**src/rtl/core/servo_keyframe_interpolator_core_defines.svh**
```systemverilog
// Assertion macros for the servo keyframe interpolator core.
`ifndef SERVO_KEYFRAME_INTERPOLATOR_CORE_DEFINES_SVH
`define SERVO_KEYFRAME_INTERPOLATOR_CORE_DEFINES_SVH

`ifndef SYNTHESIS
`define SKI_ASSERT_ALWAYS(name, prop) \
    name: assert property (@(posedge clk) disable iff (!rst_n) (prop)) \
        else $error("ski: invariant violated");
`define SKI_ASSERT_NEXT(name, ante, cons) \
    name: assert property (@(posedge clk) disable iff (!rst_n) (ante) |=> (cons)) \
        else $error("ski: sequence violated");
`else
`define SKI_ASSERT_ALWAYS(name, prop)
`define SKI_ASSERT_NEXT(name, ante, cons)
`endif

`endif

```
**src/rtl/core/ski_pkg.sv**
```systemverilog
// Types, constants and helpers shared by the servo keyframe interpolator.
package ski_pkg;

    localparam int NUM_SERVOS = 8;
    localparam int ANGLE_W    = 8;
    localparam int DUR_W      = 16;
    localparam int PROD_W     = DUR_W + ANGLE_W;
    localparam int SERVO_W    = $clog2(NUM_SERVOS);

    localparam logic CMD_LOAD = 1'b0;
    localparam logic CMD_TICK = 1'b1;

    typedef logic [NUM_SERVOS-1:0][ANGLE_W-1:0] ski_pose_t;

    typedef struct packed {
        logic             cmd;
        logic [7:0]       target_0;
        logic [7:0]       target_1;
        logic [7:0]       target_2;
        logic [7:0]       target_3;
        logic [7:0]       target_4;
        logic [7:0]       target_5;
        logic [7:0]       target_6;
        logic [7:0]       target_7;
        logic [DUR_W-1:0] duration_ms;
    } ski_cmd_t;

    typedef struct packed {
        logic [7:0] angle_0;
        logic [7:0] angle_1;
        logic [7:0] angle_2;
        logic [7:0] angle_3;
        logic [7:0] angle_4;
        logic [7:0] angle_5;
        logic [7:0] angle_6;
        logic [7:0] angle_7;
        logic [7:0] update_mask;
        logic       keyframe_done;
    } ski_res_t;

    typedef struct packed {
        logic              start;
        logic [PROD_W-1:0] dividend;
        logic [DUR_W-1:0]  divisor;
    } ski_div_req_t;

    typedef struct packed {
        logic              busy;
        logic              done;
        logic [PROD_W-1:0] quotient;
    } ski_div_rsp_t;

    typedef enum logic [2:0] {
        S_IDLE,
        S_LOAD_DIV,
        S_LOAD_WAIT,
        S_SERVO,
        S_DIV_GO,
        S_DIV_WAIT,
        S_FINISH,
        S_OUT
    } ski_state_t;

    function automatic ski_pose_t ski_targets(input ski_cmd_t c);
        ski_pose_t p;
        p[0] = c.target_0;
        p[1] = c.target_1;
        p[2] = c.target_2;
        p[3] = c.target_3;
        p[4] = c.target_4;
        p[5] = c.target_5;
        p[6] = c.target_6;
        p[7] = c.target_7;
        return p;
    endfunction

    function automatic ski_res_t ski_pack_res(input ski_pose_t a, input logic [7:0] mask,
                                              input logic done);
        ski_res_t r;
        r.angle_0       = a[0];
        r.angle_1       = a[1];
        r.angle_2       = a[2];
        r.angle_3       = a[3];
        r.angle_4       = a[4];
        r.angle_5       = a[5];
        r.angle_6       = a[6];
        r.angle_7       = a[7];
        r.update_mask   = mask;
        r.keyframe_done = done;
        return r;
    endfunction

endpackage

```
**src/rtl/core/servo_keyframe_interpolator_core.sv**
```systemverilog
// Load: accept, duration / TICK_MS by reciprocal multiply, commit, output.
// Tick: accept, then per servo a pass if it is at rest, or a multiply and a 24-step
// divide on the shared divider if it moves, then commit and output. Idle tick: accept,
// then output. One item at a time; the next item is taken while a result waits.
// Reset (async, active low) clears poses, duration, tick counters and the active flag.
`include "servo_keyframe_interpolator_core_defines.svh"

module servo_keyframe_interpolator_core
    import ski_pkg::*;
#(
    parameter int TICK_MS = 10
)
(
    input  logic     clk,
    input  logic     rst_n,
    input  logic     cmd_valid,
    output logic     cmd_ready,
    input  ski_cmd_t cmd_data,
    output logic     res_valid,
    input  logic     res_ready,
    output ski_res_t res_data
);

    localparam int LIMIT_W     = $clog2(((2 ** DUR_W) - 1) / TICK_MS + 1);
    localparam int RECIP_SH    = DUR_W + $clog2(TICK_MS);
    localparam int RECIP_W     = DUR_W + 1;
    localparam int RECIP_M     = ((2 ** RECIP_SH) + TICK_MS - 1) / TICK_MS;
    localparam int LOAD_PROD_W = DUR_W + RECIP_W;

    ski_state_t        state_reg;
    ski_state_t        state_next;

    ski_pose_t         start_pose_reg;
    ski_pose_t         goal_pose_reg;
    ski_pose_t         angle_reg;
    logic [DUR_W-1:0]  frame_duration_reg;
    logic [LIMIT_W-1:0] tick_index_reg;
    logic [LIMIT_W-1:0] tick_limit_reg;
    logic [DUR_W-1:0]  step_reg;
    logic              frame_active_reg;
    logic [SERVO_W-1:0] idx_reg;
    logic [PROD_W-1:0] prod_reg;
    logic [7:0]        mask_reg;
    logic              done_reg;
    logic              use_start_reg;
    logic              res_valid_reg;
    ski_res_t          res_data_reg;

    ski_div_req_t      div_req;
    ski_div_rsp_t      div_rsp;

    logic              cmd_fire;
    logic              run_tick;
    logic              res_slot_free;
    logic [ANGLE_W-1:0] cur_start;
    logic [ANGLE_W-1:0] cur_goal;
    logic              falling;
    logic              pose_equal;
    logic [ANGLE_W-1:0] diff;
    logic [ANGLE_W-1:0] delta;
    logic              idx_last;
    logic [LIMIT_W:0]  tick_inc;
    logic              tick_commit;
    logic [LOAD_PROD_W-1:0] load_prod;
    logic [LIMIT_W-1:0] load_limit;

    assign cmd_fire      = cmd_valid && cmd_ready;
    assign run_tick      = frame_active_reg && (frame_duration_reg != '0);
    assign res_slot_free = !res_valid_reg || res_ready;
    assign cur_start     = start_pose_reg[idx_reg];
    assign cur_goal      = goal_pose_reg[idx_reg];
    assign falling       = cur_start > cur_goal;
    assign pose_equal    = cur_start == cur_goal;
    assign diff          = falling ? (cur_start - cur_goal) : (cur_goal - cur_start);
    assign delta         = (div_rsp.quotient > PROD_W'(diff)) ? diff
                                                              : div_rsp.quotient[ANGLE_W-1:0];
    assign idx_last      = idx_reg == SERVO_W'(NUM_SERVOS - 1);
    assign tick_inc      = {1'b0, tick_index_reg} + {{LIMIT_W{1'b0}}, 1'b1};
    assign tick_commit   = tick_inc >= {1'b0, tick_limit_reg};

    // floor(duration / TICK_MS) by reciprocal multiply, exact for all 16-bit durations
    assign load_prod     = LOAD_PROD_W'(frame_duration_reg) * LOAD_PROD_W'(RECIP_M);
    assign load_limit    = load_prod[RECIP_SH +: LIMIT_W];

    ski_div u_div (
        .clk   (clk),
        .rst_n (rst_n),
        .req   (div_req),
        .rsp   (div_rsp)
    );

    always_comb
    begin
        state_next = state_reg;
        unique case (state_reg)
            S_IDLE:
            begin
                if (cmd_fire)
                begin
                    if (cmd_data.cmd == CMD_LOAD)
                        state_next = S_LOAD_DIV;
                    else if (run_tick)
                        state_next = S_SERVO;
                    else
                        state_next = S_OUT;
                end
            end
            S_LOAD_DIV:  state_next = S_LOAD_WAIT;
            S_LOAD_WAIT: state_next = S_OUT;
            S_SERVO:
            begin
                if (!pose_equal)
                    state_next = S_DIV_GO;
                else if (idx_last)
                    state_next = S_FINISH;
            end
            S_DIV_GO:    state_next = S_DIV_WAIT;
            S_DIV_WAIT:
            begin
                if (div_rsp.done)
                    state_next = idx_last ? S_FINISH : S_SERVO;
            end
            S_FINISH:    state_next = S_OUT;
            S_OUT:       if (res_slot_free) state_next = S_IDLE;
            default:     state_next = S_IDLE;
        endcase
    end

    always_comb
    begin
        cmd_ready        = state_reg == S_IDLE;
        div_req.start    = state_reg == S_DIV_GO;
        div_req.dividend = prod_reg;
        div_req.divisor  = frame_duration_reg;
    end

    always_ff @(posedge clk or negedge rst_n)
    begin
        if (!rst_n)
        begin
            state_reg          <= S_IDLE;
            start_pose_reg     <= '0;
            goal_pose_reg      <= '0;
            frame_duration_reg <= '0;
            tick_index_reg     <= '0;
            tick_limit_reg     <= '0;
            step_reg           <= '0;
            frame_active_reg   <= 1'b0;
            idx_reg            <= '0;
            res_valid_reg      <= 1'b0;
        end
        else
        begin
            state_reg <= state_next;
            if ((state_reg == S_OUT) && res_slot_free)
                res_valid_reg <= 1'b1;
            else if (res_ready)
                res_valid_reg <= 1'b0;
            unique case (state_reg)
                S_IDLE:
                begin
                    idx_reg <= '0;
                    if (cmd_fire && (cmd_data.cmd == CMD_LOAD))
                    begin
                        goal_pose_reg      <= ski_targets(cmd_data);
                        frame_duration_reg <= cmd_data.duration_ms;
                    end
                end
                S_LOAD_DIV:
                begin
                    tick_limit_reg   <= load_limit;
                    tick_index_reg   <= '0;
                    step_reg         <= '0;
                    frame_active_reg <= 1'b0;
                end
                S_LOAD_WAIT:
                begin
                    if (tick_limit_reg == '0)
                        start_pose_reg   <= goal_pose_reg;
                    else
                        frame_active_reg <= 1'b1;
                end
                S_SERVO:
                begin
                    if (pose_equal)
                        idx_reg <= idx_reg + 1'b1;
                end
                S_DIV_WAIT:
                begin
                    if (div_rsp.done)
                        idx_reg <= idx_reg + 1'b1;
                end
                S_FINISH:
                begin
                    if (tick_commit)
                    begin
                        start_pose_reg   <= goal_pose_reg;
                        frame_active_reg <= 1'b0;
                        tick_index_reg   <= '0;
                        step_reg         <= '0;
                    end
                    else
                    begin
                        tick_index_reg <= tick_inc[LIMIT_W-1:0];
                        step_reg       <= step_reg + DUR_W'(TICK_MS);
                    end
                end
                default:
                begin
                end
            endcase
        end
    end

    always_ff @(posedge clk)
    begin
        case (state_reg)
            S_IDLE:
            begin
                if (cmd_fire)
                begin
                    mask_reg      <= '0;
                    done_reg      <= 1'b0;
                    use_start_reg <= !((cmd_data.cmd == CMD_TICK) && run_tick);
                end
            end
            S_LOAD_WAIT:
            begin
                if (tick_limit_reg == '0)
                    done_reg <= 1'b1;
            end
            S_SERVO:
            begin
                if (pose_equal)
                    angle_reg[idx_reg] <= cur_start;
                else
                    prod_reg <= PROD_W'(step_reg) * PROD_W'(diff);
            end
            S_DIV_WAIT:
            begin
                if (div_rsp.done)
                begin
                    angle_reg[idx_reg] <= falling ? (cur_start - delta) : (cur_start + delta);
                    mask_reg[idx_reg]  <= 1'b1;
                end
            end
            S_FINISH:
            begin
                if (tick_commit)
                    done_reg <= 1'b1;
            end
            S_OUT:
            begin
                if (res_slot_free)
                    res_data_reg <= ski_pack_res(use_start_reg ? start_pose_reg : angle_reg,
                                                 mask_reg, done_reg);
            end
            default:
            begin
            end
        endcase
    end

    assign res_valid = res_valid_reg;
    assign res_data  = res_data_reg;

    `SKI_ASSERT_ALWAYS(a_active_index, !frame_active_reg || (tick_index_reg < tick_limit_reg))
    `SKI_ASSERT_ALWAYS(a_div_idle_start, !div_req.start || !div_rsp.busy)
    `SKI_ASSERT_NEXT(a_out_beat, (state_reg == S_OUT) && res_slot_free, res_valid && (state_reg == S_IDLE))

endmodule

```
**src/rtl/core/ski_div.sv**
```systemverilog
// Restoring divider, one quotient bit per cycle.
module ski_div
    import ski_pkg::*;
(
    input  logic         clk,
    input  logic         rst_n,
    input  ski_div_req_t req,
    output ski_div_rsp_t rsp
);

    localparam int CNT_W = $clog2(PROD_W + 1);

    logic [PROD_W-1:0] dvd_reg;
    logic [DUR_W-1:0]  rem_reg;
    logic [DUR_W-1:0]  dsr_reg;
    logic [CNT_W-1:0]  cnt_reg;
    logic              busy_reg;
    logic              done_reg;

    logic [DUR_W:0]    rem_shift;
    logic              ge;
    logic [DUR_W:0]    rem_sub;

    assign rem_shift = {rem_reg, dvd_reg[PROD_W-1]};
    assign ge        = rem_shift >= {1'b0, dsr_reg};
    assign rem_sub   = rem_shift - {1'b0, dsr_reg};

    always_ff @(posedge clk or negedge rst_n)
    begin
        if (!rst_n)
        begin
            busy_reg <= 1'b0;
            done_reg <= 1'b0;
            cnt_reg  <= '0;
        end
        else
        begin
            done_reg <= 1'b0;
            if (req.start)
            begin
                busy_reg <= 1'b1;
                cnt_reg  <= CNT_W'(PROD_W);
            end
            else if (busy_reg)
            begin
                cnt_reg <= cnt_reg - 1'b1;
                if (cnt_reg == CNT_W'(1))
                begin
                    busy_reg <= 1'b0;
                    done_reg <= 1'b1;
                end
            end
        end
    end

    always_ff @(posedge clk)
    begin
        if (req.start)
        begin
            dvd_reg <= req.dividend;
            dsr_reg <= req.divisor;
            rem_reg <= '0;
        end
        else if (busy_reg)
        begin
            dvd_reg <= {dvd_reg[PROD_W-2:0], ge};
            rem_reg <= ge ? rem_sub[DUR_W-1:0] : rem_shift[DUR_W-1:0];
        end
    end

    assign rsp.busy     = busy_reg;
    assign rsp.done     = done_reg;
    assign rsp.quotient = dvd_reg;

endmodule
```
**config.mk**
```make
export PLATFORM = sky130hd
export DESIGN_NAME = servo_keyframe_interpolator_core
export DESIGN_NICKNAME = d
export VERILOG_FILES = /design/src/rtl/core/ski_pkg.sv /design/src/rtl/core/servo_keyframe_interpolator_core.sv /design/src/rtl/core/ski_div.sv
export VERILOG_INCLUDE_DIRS = /design/src /design/src/rtl/core
export SDC_FILE = /design/constraint.sdc
export NUM_CORES = 1
export LEC_CHECK = 0
export ABC_AREA = 0
export BUFFER_PORTS_ARGS = -buffer_cell sky130_fd_sc_hd__buf_2
export CAP_MARGIN = 20
export CELL_PAD_IN_SITES_DETAIL_PLACEMENT = 1
export CELL_PAD_IN_SITES_GLOBAL_PLACEMENT = 2
export CORE_MARGIN = 2
export CORE_UTILIZATION = 35
export CTS_CLUSTER_SIZE = 40
export DETAILED_ROUTE_END_ITERATION = 10
export PLACE_DENSITY = 0.76
export SYNTH_ARGS = -nofsm -noshare
export SYNTH_HDL_FRONTEND = slang
export SYNTH_SLANG_ARGS = --single-unit
```
**constraint.sdc**
```tcl
create_clock -name clk -period 12.4 [get_ports clk]
set_clock_uncertainty 0.05 [all_clocks]
set_input_delay 2.48 -clock clk [delete_from_list [all_inputs] [get_ports clk]]
set_output_delay 2.48 -clock clk [all_outputs]
set_load 0.01 [all_outputs]
```
==> results.py, run 1 <==
metrics = {
    "critical_path": {
        "path_max_fanout": 18,
        "r2r_cells": 34,
        "critPathLaunch": "idx_reg[0]",
        "timing.rr.end": "angle_reg[31]",
        "start_kind": "flip-flop",
        "cpMaxStageDelayCell": "dfrtp_1",
        "crit_arrival_ps": 10000,
        "crit_type": "reg2reg",
        "cpPeakStageDelay_ps": 710,
        "required_ps": 12660,
        "r2r_slack_ps": 2670,
        "cpMostUsedCell": "ha_1",
        "end_kind": "flip-flop",
        "rr_startpoint": "idx_reg[0]",
    },
    "floorplanning": {
        "ios": 160,
        "die_x_um": 288,
        "die-area_sq_mm": 0.0832,
        "core_area_sq_mm": 0.0803,
        "initial_core_util_pct": 35.3,
        "row_count": 104,
        "die_h_um": 288,
    },
    "synth": {
        "synthTopCellsByArea": "edfxtp_1, dfrtp_1, fa_1, ha_1, mux2_2",
        "netlist_area_sq_mm": 0.0283,
        "synth_fa_ha_area_share_pct": 22.8,
        "syn_inst": 2582,
        "yosysTopAreaCell": "edfxtp_1",
        "synth_top_family_by_area": "adder cells",
        "synth_edf_count": 211,
        "synth_xor_area_share_pct": 2.54,
        "async_reset_ff_share_pct": 46.8,
        "syn_avg_cell_area_sq_um": 11.0,
        "synth-seq-cells": 427,
        "yosysUniqueCellTypes": 76,
        "synthSimpleGateAreaFrac_pct": 10.7,
        "ys.flop_type": "edfxtp_1",
        "yosys.area.top_type_share_pct": 22.4,
        "synth-compound-area-share_pct": 8.17,
        "synthMuxAreaShare_pct": 8.67,
        "yosysSeqAreaShare_pct": 41.2,
        "yosysWarnings": 0,
    },
    "timing": {
        "slew_headroom_pct": 30.2,
        "final-setup-viol-count": 0,
        "fin_crit_ps": 9730,
        "worstMarginPinSlew_ps": 1030,
        "fin_crit_sh_pct": 78.5,
        "hold_violations": 0,
        "max_clock_freq_ghz": 0.103,
        "rsz0062_at_grt": "false",
        "slew_viol_final": 0,
        "setup_tns_ps": 0,
    },
    "global_routing": {
        "grt_max_degree": 73,
        "grt-ovfl-total": 0,
        "grt_pass1_vias": 21600,
        "antenna_found_initial": 2,
        "grt_usage_pct": 21.1,
        "grt_pass1_wl_um": 133000,
    },
    "drt": {
        "wire_per_inst_um": 22.7,
        "vias_per_cell": 5.17,
        "drc": 0,
        "drtIter0Drc": 1070,
        "wl_um": 86800,
        "vias": 19800,
        "ant_nets": 0,
        "dr.pass1.iters": 5,
    },
    "layout": {
        "final_cell_mix": "inv_1, ha_1, nand2_1, edfxtp_1, dfrtp_1",
        "largest_reg_flops": 73,
        "finalNetCount": 3224,
        "layout-drive-gt1-share_pct": 17.7,
        "antenna_cells": 0,
        "synthToLayoutAreaGrowth_pct": 13.4,
        "design_area_sq_mm": 0.0321,
        "layout_commonest_cell": "inv_1",
    },
    "placement": {
        "placed_area_sq_mm": 0.0303,
        "gp_congestion": 0.910,
        "io_buffer_count": 159,
        "hpwl_um": 67600,
    },
    "outcome": {
        "status": "finished, final reports clean",
    },
    "clock_network": {
        "post_cts_buffers": 0,
        "cts_max_level": 2,
        "cts_hold_buf": 0,
        "root_buffer": "clkbuf_16",
        "cts_buffers": 50,
        "clkSlewWorstSetupHoldPaths_ps": 60,
        "cts_tree": "done",
        "clk-insertion-delay-late_ps": 620,
        "cts_buffer_depth": 3,
        "clock-sinks": 427,
        "cts.repair.resized": 0,
    },
    "hold_path": {
        "min_from": "done_reg",
        "hold_path_depth": 0,
        "worstHoldEndpoint": "res_data[0]",
        "hold_path.class": "reg2reg",
    },
    "job": {
        "max_cap_viol_count": 0,
    },
}
==> layer usage <==
layer	up-vias	wire, um	global-route usage (%)
li1	9085	-	-
met1	10200	38600	27.7
met2	408	42500	36.6
met3	107	2960	2.37
met4	2	2730	6.50
met5	-	13	0
==> worst max-delay path, delay by kind of cell (launching register included) <==
family          cells  cell delay, ps
buf+inv             5             890
compound gates     14            3330
xor+xnor            1             160
simple gates        9            2970
flops               1             710
mux                 1             130
fa+ha+maj           4            1200
==> worst max-delay path by stage <==
| stage | to | slack [ps] | depth (start not counted) |
|---|---|---|---|
| global route | angle_reg[31] | 1960 | 34 |
| global placement | angle_reg[31] | 2540 | 32 |
| finish | angle_reg[31] | 2670 | 34 |
| detailed placement | angle_reg[63] | 2180 | 33 |
| floorplan | prod_reg[21] | 3950 | 33 |
| CTS | angle_reg[31] | 2060 | 33 |
==> cell type report <==
cell class | instances | area (sq um)
Clock buffer | 72 | 1470
Sequential cell | 427 | 11700
Clock inverter | 22 | 314
Inverter | 334 | 1250
Fill cell | 8740 | 48200
Timing Repair Buffer | 187 | 1030
Tap cell | 1060 | 1330
Multi-Input combinational cell | 1722 | 15100
==> cell families (layout without fill, tap and decap cells) <==
logic type	Yosys count	after routing
and+or+nand+nor	642	642
adders and majority gates	417	417
DFF	427	427
muxes	219	219
AOI/OAI and AO/OA	356	356
other	1	6
buffers and inverters	438	615
xor gates and xnor gates	82	82
==> Yosys cell counts, types with 8 or more instances <==
| cell type | n |
|---|---|
| a21o_1 | 25 |
| a21oi_1 | 75 |
| a22o_1 | 11 |
| a22oi_1 | 62 |
| and2_1 | 62 |
| and3_1 | 17 |
| and4_1 | 9 |
| buf_1 | 13 |
| clkbuf_1 | 86 |
| dfrtp_1 | 200 |
| dfxtp_1 | 16 |
| edfxtp_1 | 211 |
| fa_1 | 167 |
| ha_1 | 250 |
| inv_1 | 333 |
| mux2_2 | 197 |
| mux2i_1 | 20 |
| nand2_1 | 213 |
| nand2b_1 | 10 |
| nand3_1 | 35 |
| nand4_1 | 25 |
| nor2_1 | 171 |
| nor2b_1 | 22 |
| nor3_1 | 29 |
| nor4_1 | 9 |
| o211ai_1 | 9 |
| o21a_1 | 11 |
| o21ai_0 | 98 |
| o21ai_1 | 8 |
| or3_1 | 16 |
| xnor2_1 | 49 |
| xor2_1 | 33 |
==> per-stage QoR <==
stage | setup WS, ps | hold WS (ps) | utilization (%) | cells
4_1_cts | 2060 | 378 | 40.0 | 3822
6_report | 2670 | 376 | 40.0 | 3824
3_5_place_dp | 2180 | 379 | 37.7 | 3728
2_1_floorplan | 3950 | 350 | - | 2587
3_3_place_gp | 2540 | 363 | 37.7 | 3728
5_1_grt | 1960 | 386 | 40.0 | 3824
Power of run 1 is left out: the tool's default activity adds up to more than one toggle a clock period on the data nets, which glitch-free logic cannot reach.
==> inputs of run 2 (changes only) <==
ABC_AREA = 1   (was 0)
PLACE_DENSITY = 0.79   (was 0.76)
clock period = 9.3 ns   (was 12.4 ns; I/O delays follow)
==> results.py, run 2 <==
metrics = {
    "outcome": {
        "status": "finished, final reports clean",
    },
    "layout": {
        "design_area_sq_mm": 0.0329,
        "final_cell_mix": "nand2_1, inv_1, ha_1, nor2_1, o21ai_0",
        "largest_reg_flops": 73,
        "stdcell_count": 4479,
        "antenna_cells": 0,
        "finalNetCount": 3869,
        "synthToLayoutAreaGrowth_pct": 12.6,
        "fin_util_pct": 39.9,
        "n_fill_cell": 9610,
        "layout-drive-gt1-share_pct": 10.6,
        "layout_commonest_cell": "nand2_1",
    },
    "synth": {
        "yosysUniqueCellTypes": 59,
        "async_reset_ff_share_pct": 46.8,
        "netlist_area_sq_mm": 0.0292,
        "yosys.cell_count.top_type": "nand2_1",
        "synth_edf_count": 211,
        "syn_inst": 3213,
        "yosys.area.top_type_share_pct": 21.7,
        "ys_top_cells_by_count": "nand2_1, inv_1, ha_1",
        "yosysTopAreaCell": "edfxtp_1",
        "synth-seq-cells": 427,
        "ys.flop_type": "edfxtp_1",
        "synthTopCellsByArea": "edfxtp_1, dfrtp_1, fa_1, ha_1, nand2_1",
        "yosysSeqAreaShare_pct": 39.9,
        "syn_avg_cell_area_sq_um": 9.09,
        "yosysWarnings": 0,
    },
    "placement": {
        "gp_congestion": 0.885,
        "dp.cells": 4384,
        "placed_area_sq_mm": 0.0312,
        "io_buffer_count": 159,
        "hpwl_um": 72300,
    },
    "global_routing": {
        "grt_max_degree": 82,
        "grt-ovfl-total": 0,
        "use_met3_pct": 2.62,
        "use_met1_pct": 29.0,
        "antenna_found_initial": 2,
        "grt_pass1_vias": 23600,
        "grt_busiest_layer": "met2",
        "use_met2_pct": 36.7,
        "grt_pass1_wl_um": 142000,
        "grt_usage_pct": 21.6,
    },
    "floorplanning": {
        "die-area_sq_mm": 0.0858,
        "row_count": 105,
        "core_area_sq_mm": 0.0824,
        "die_h_um": 293,
        "initial_core_util_pct": 35.5,
        "die_x_um": 293,
        "ios": 160,
    },
    "timing": {
        "hold_violations": 0,
        "rsz0062_at_grt": "false",
        "max_clock_freq_ghz": 0.114,
        "worstMarginPinSlew_ps": 1050,
        "setup_tns_ps": 0,
        "fin_crit_sh_pct": 94.7,
        "final-setup-viol-count": 0,
        "fin_crit_ps": 8800,
        "slew_viol_final": 0,
        "slew_headroom_pct": 29.4,
    },
    "critical_path": {
        "worst-path-buf-inv": 7,
        "crit_arrival_ps": 9100,
        "rr_startpoint": "idx_reg[0]",
        "cpMaxStageDelayCell": "a221oi_1",
        "crit_family": "adder cells",
        "end_kind": "flip-flop",
        "cpPeakStageDelay_ps": 780,
        "path_max_fanout": 15,
        "critPathLaunch": "idx_reg[0]",
        "start_kind": "flip-flop",
        "r2r_slack_ps": 500,
        "crit_type": "reg2reg",
        "required_ps": 9600,
    },
    "hold_path": {
        "hold_path.class": "reg2reg",
        "min_from": "done_reg",
    },
    "drt": {
        "vias": 22600,
        "vias_per_cell": 5.04,
        "wl_um": 91800,
        "drc": 0,
        "dr.pass1.iters": 5,
        "wire_per_inst_um": 20.5,
        "drtIter0Drc": 1283,
        "ant_nets": 0,
    },
    "clock_network": {
        "clock-sinks": 427,
        "cts.repair.resized": 0,
        "root_buffer": "clkbuf_16",
        "cts_hold_buf": 0,
        "cts_buffer_depth": 3,
        "clkSlewWorstSetupHoldPaths_ps": 60,
        "cts_tree": "done",
        "cts_max_level": 2,
        "post_cts_buffers": 0,
        "clk-insertion-delay-late_ps": 620,
        "cts_buffers": 50,
    },
    "job": {
        "max_cap_viol_count": 0,
    },
}
run 2: changes by cell type in the layout (fill, tap and decap cells not counted), sizes merged, moves of 27 or more:
cell   delta
nor3     +46
o22ai    +32
inv     +253
o21ai   +112
nor2     +76
xnor2    -27
a22oi    -55
nand3    +70
mux2    -151
a21oi    +34
and2     -60
nand2   +418
run 2: through the flow:
step,hold slack [ps],setup slack (ps)
after floorplan,350,2310
after global placement,356,765
after detailed placement,375,578
after CTS,376,548
after global routing,392,20.1
final,373,497
run 2: cells by family (layout without fill, tap and decap cells):
kind of cell,after synthesis,count (layout),share of synthesized area (%)
other,1,6,0.0128
XOR/XNOR,63,63,1.89
multiplexers,48,48,1.85
AND/OR/NAND/NOR,1119,1119,16.2
buffers and inverters,684,875,9.08
adder cells (fa/ha/maj),417,417,22.2
AO/OA/AOI/OAI,454,454,8.85
flip-flops,427,427,39.9
run 2: routing by layer:
metal / part of all wire [%] / up-vias
li1: - / 10700
met2: 48 / 486
met4: 2.7 / 0
met5: 0 / -
met1: 45 / 11200
met3: 3.9 / 120
run 2: area by class of cell:
type | instances | area [sq um] | area share (%)
multi-input cells | 2107 | 15000 | 45.5
flip-flops and latches | 427 | 11700 | 35.5
inverters | 595 | 2240 | 6.81
clock buffers | 67 | 1360 | 4.12
well taps | 1070 | 1340 | 4.07
repair buffers | 186 | 1030 | 3.13
clock inverters | 27 | 294 | 0.895
run 2: final timing paths:
kind                                           to  cells past startpoint
min in group asynchronous       goal_pose_reg[46]                      1
worst min-delay path                  res_data[0]                      0
worst max register to register       prod_reg[19]                     32
worst min register to register        res_data[0]                      0
worst max-delay path                 prod_reg[19]                     32
max in group asynchronous            step_reg[13]                      2
Power of run 2 is left out for the same reason.
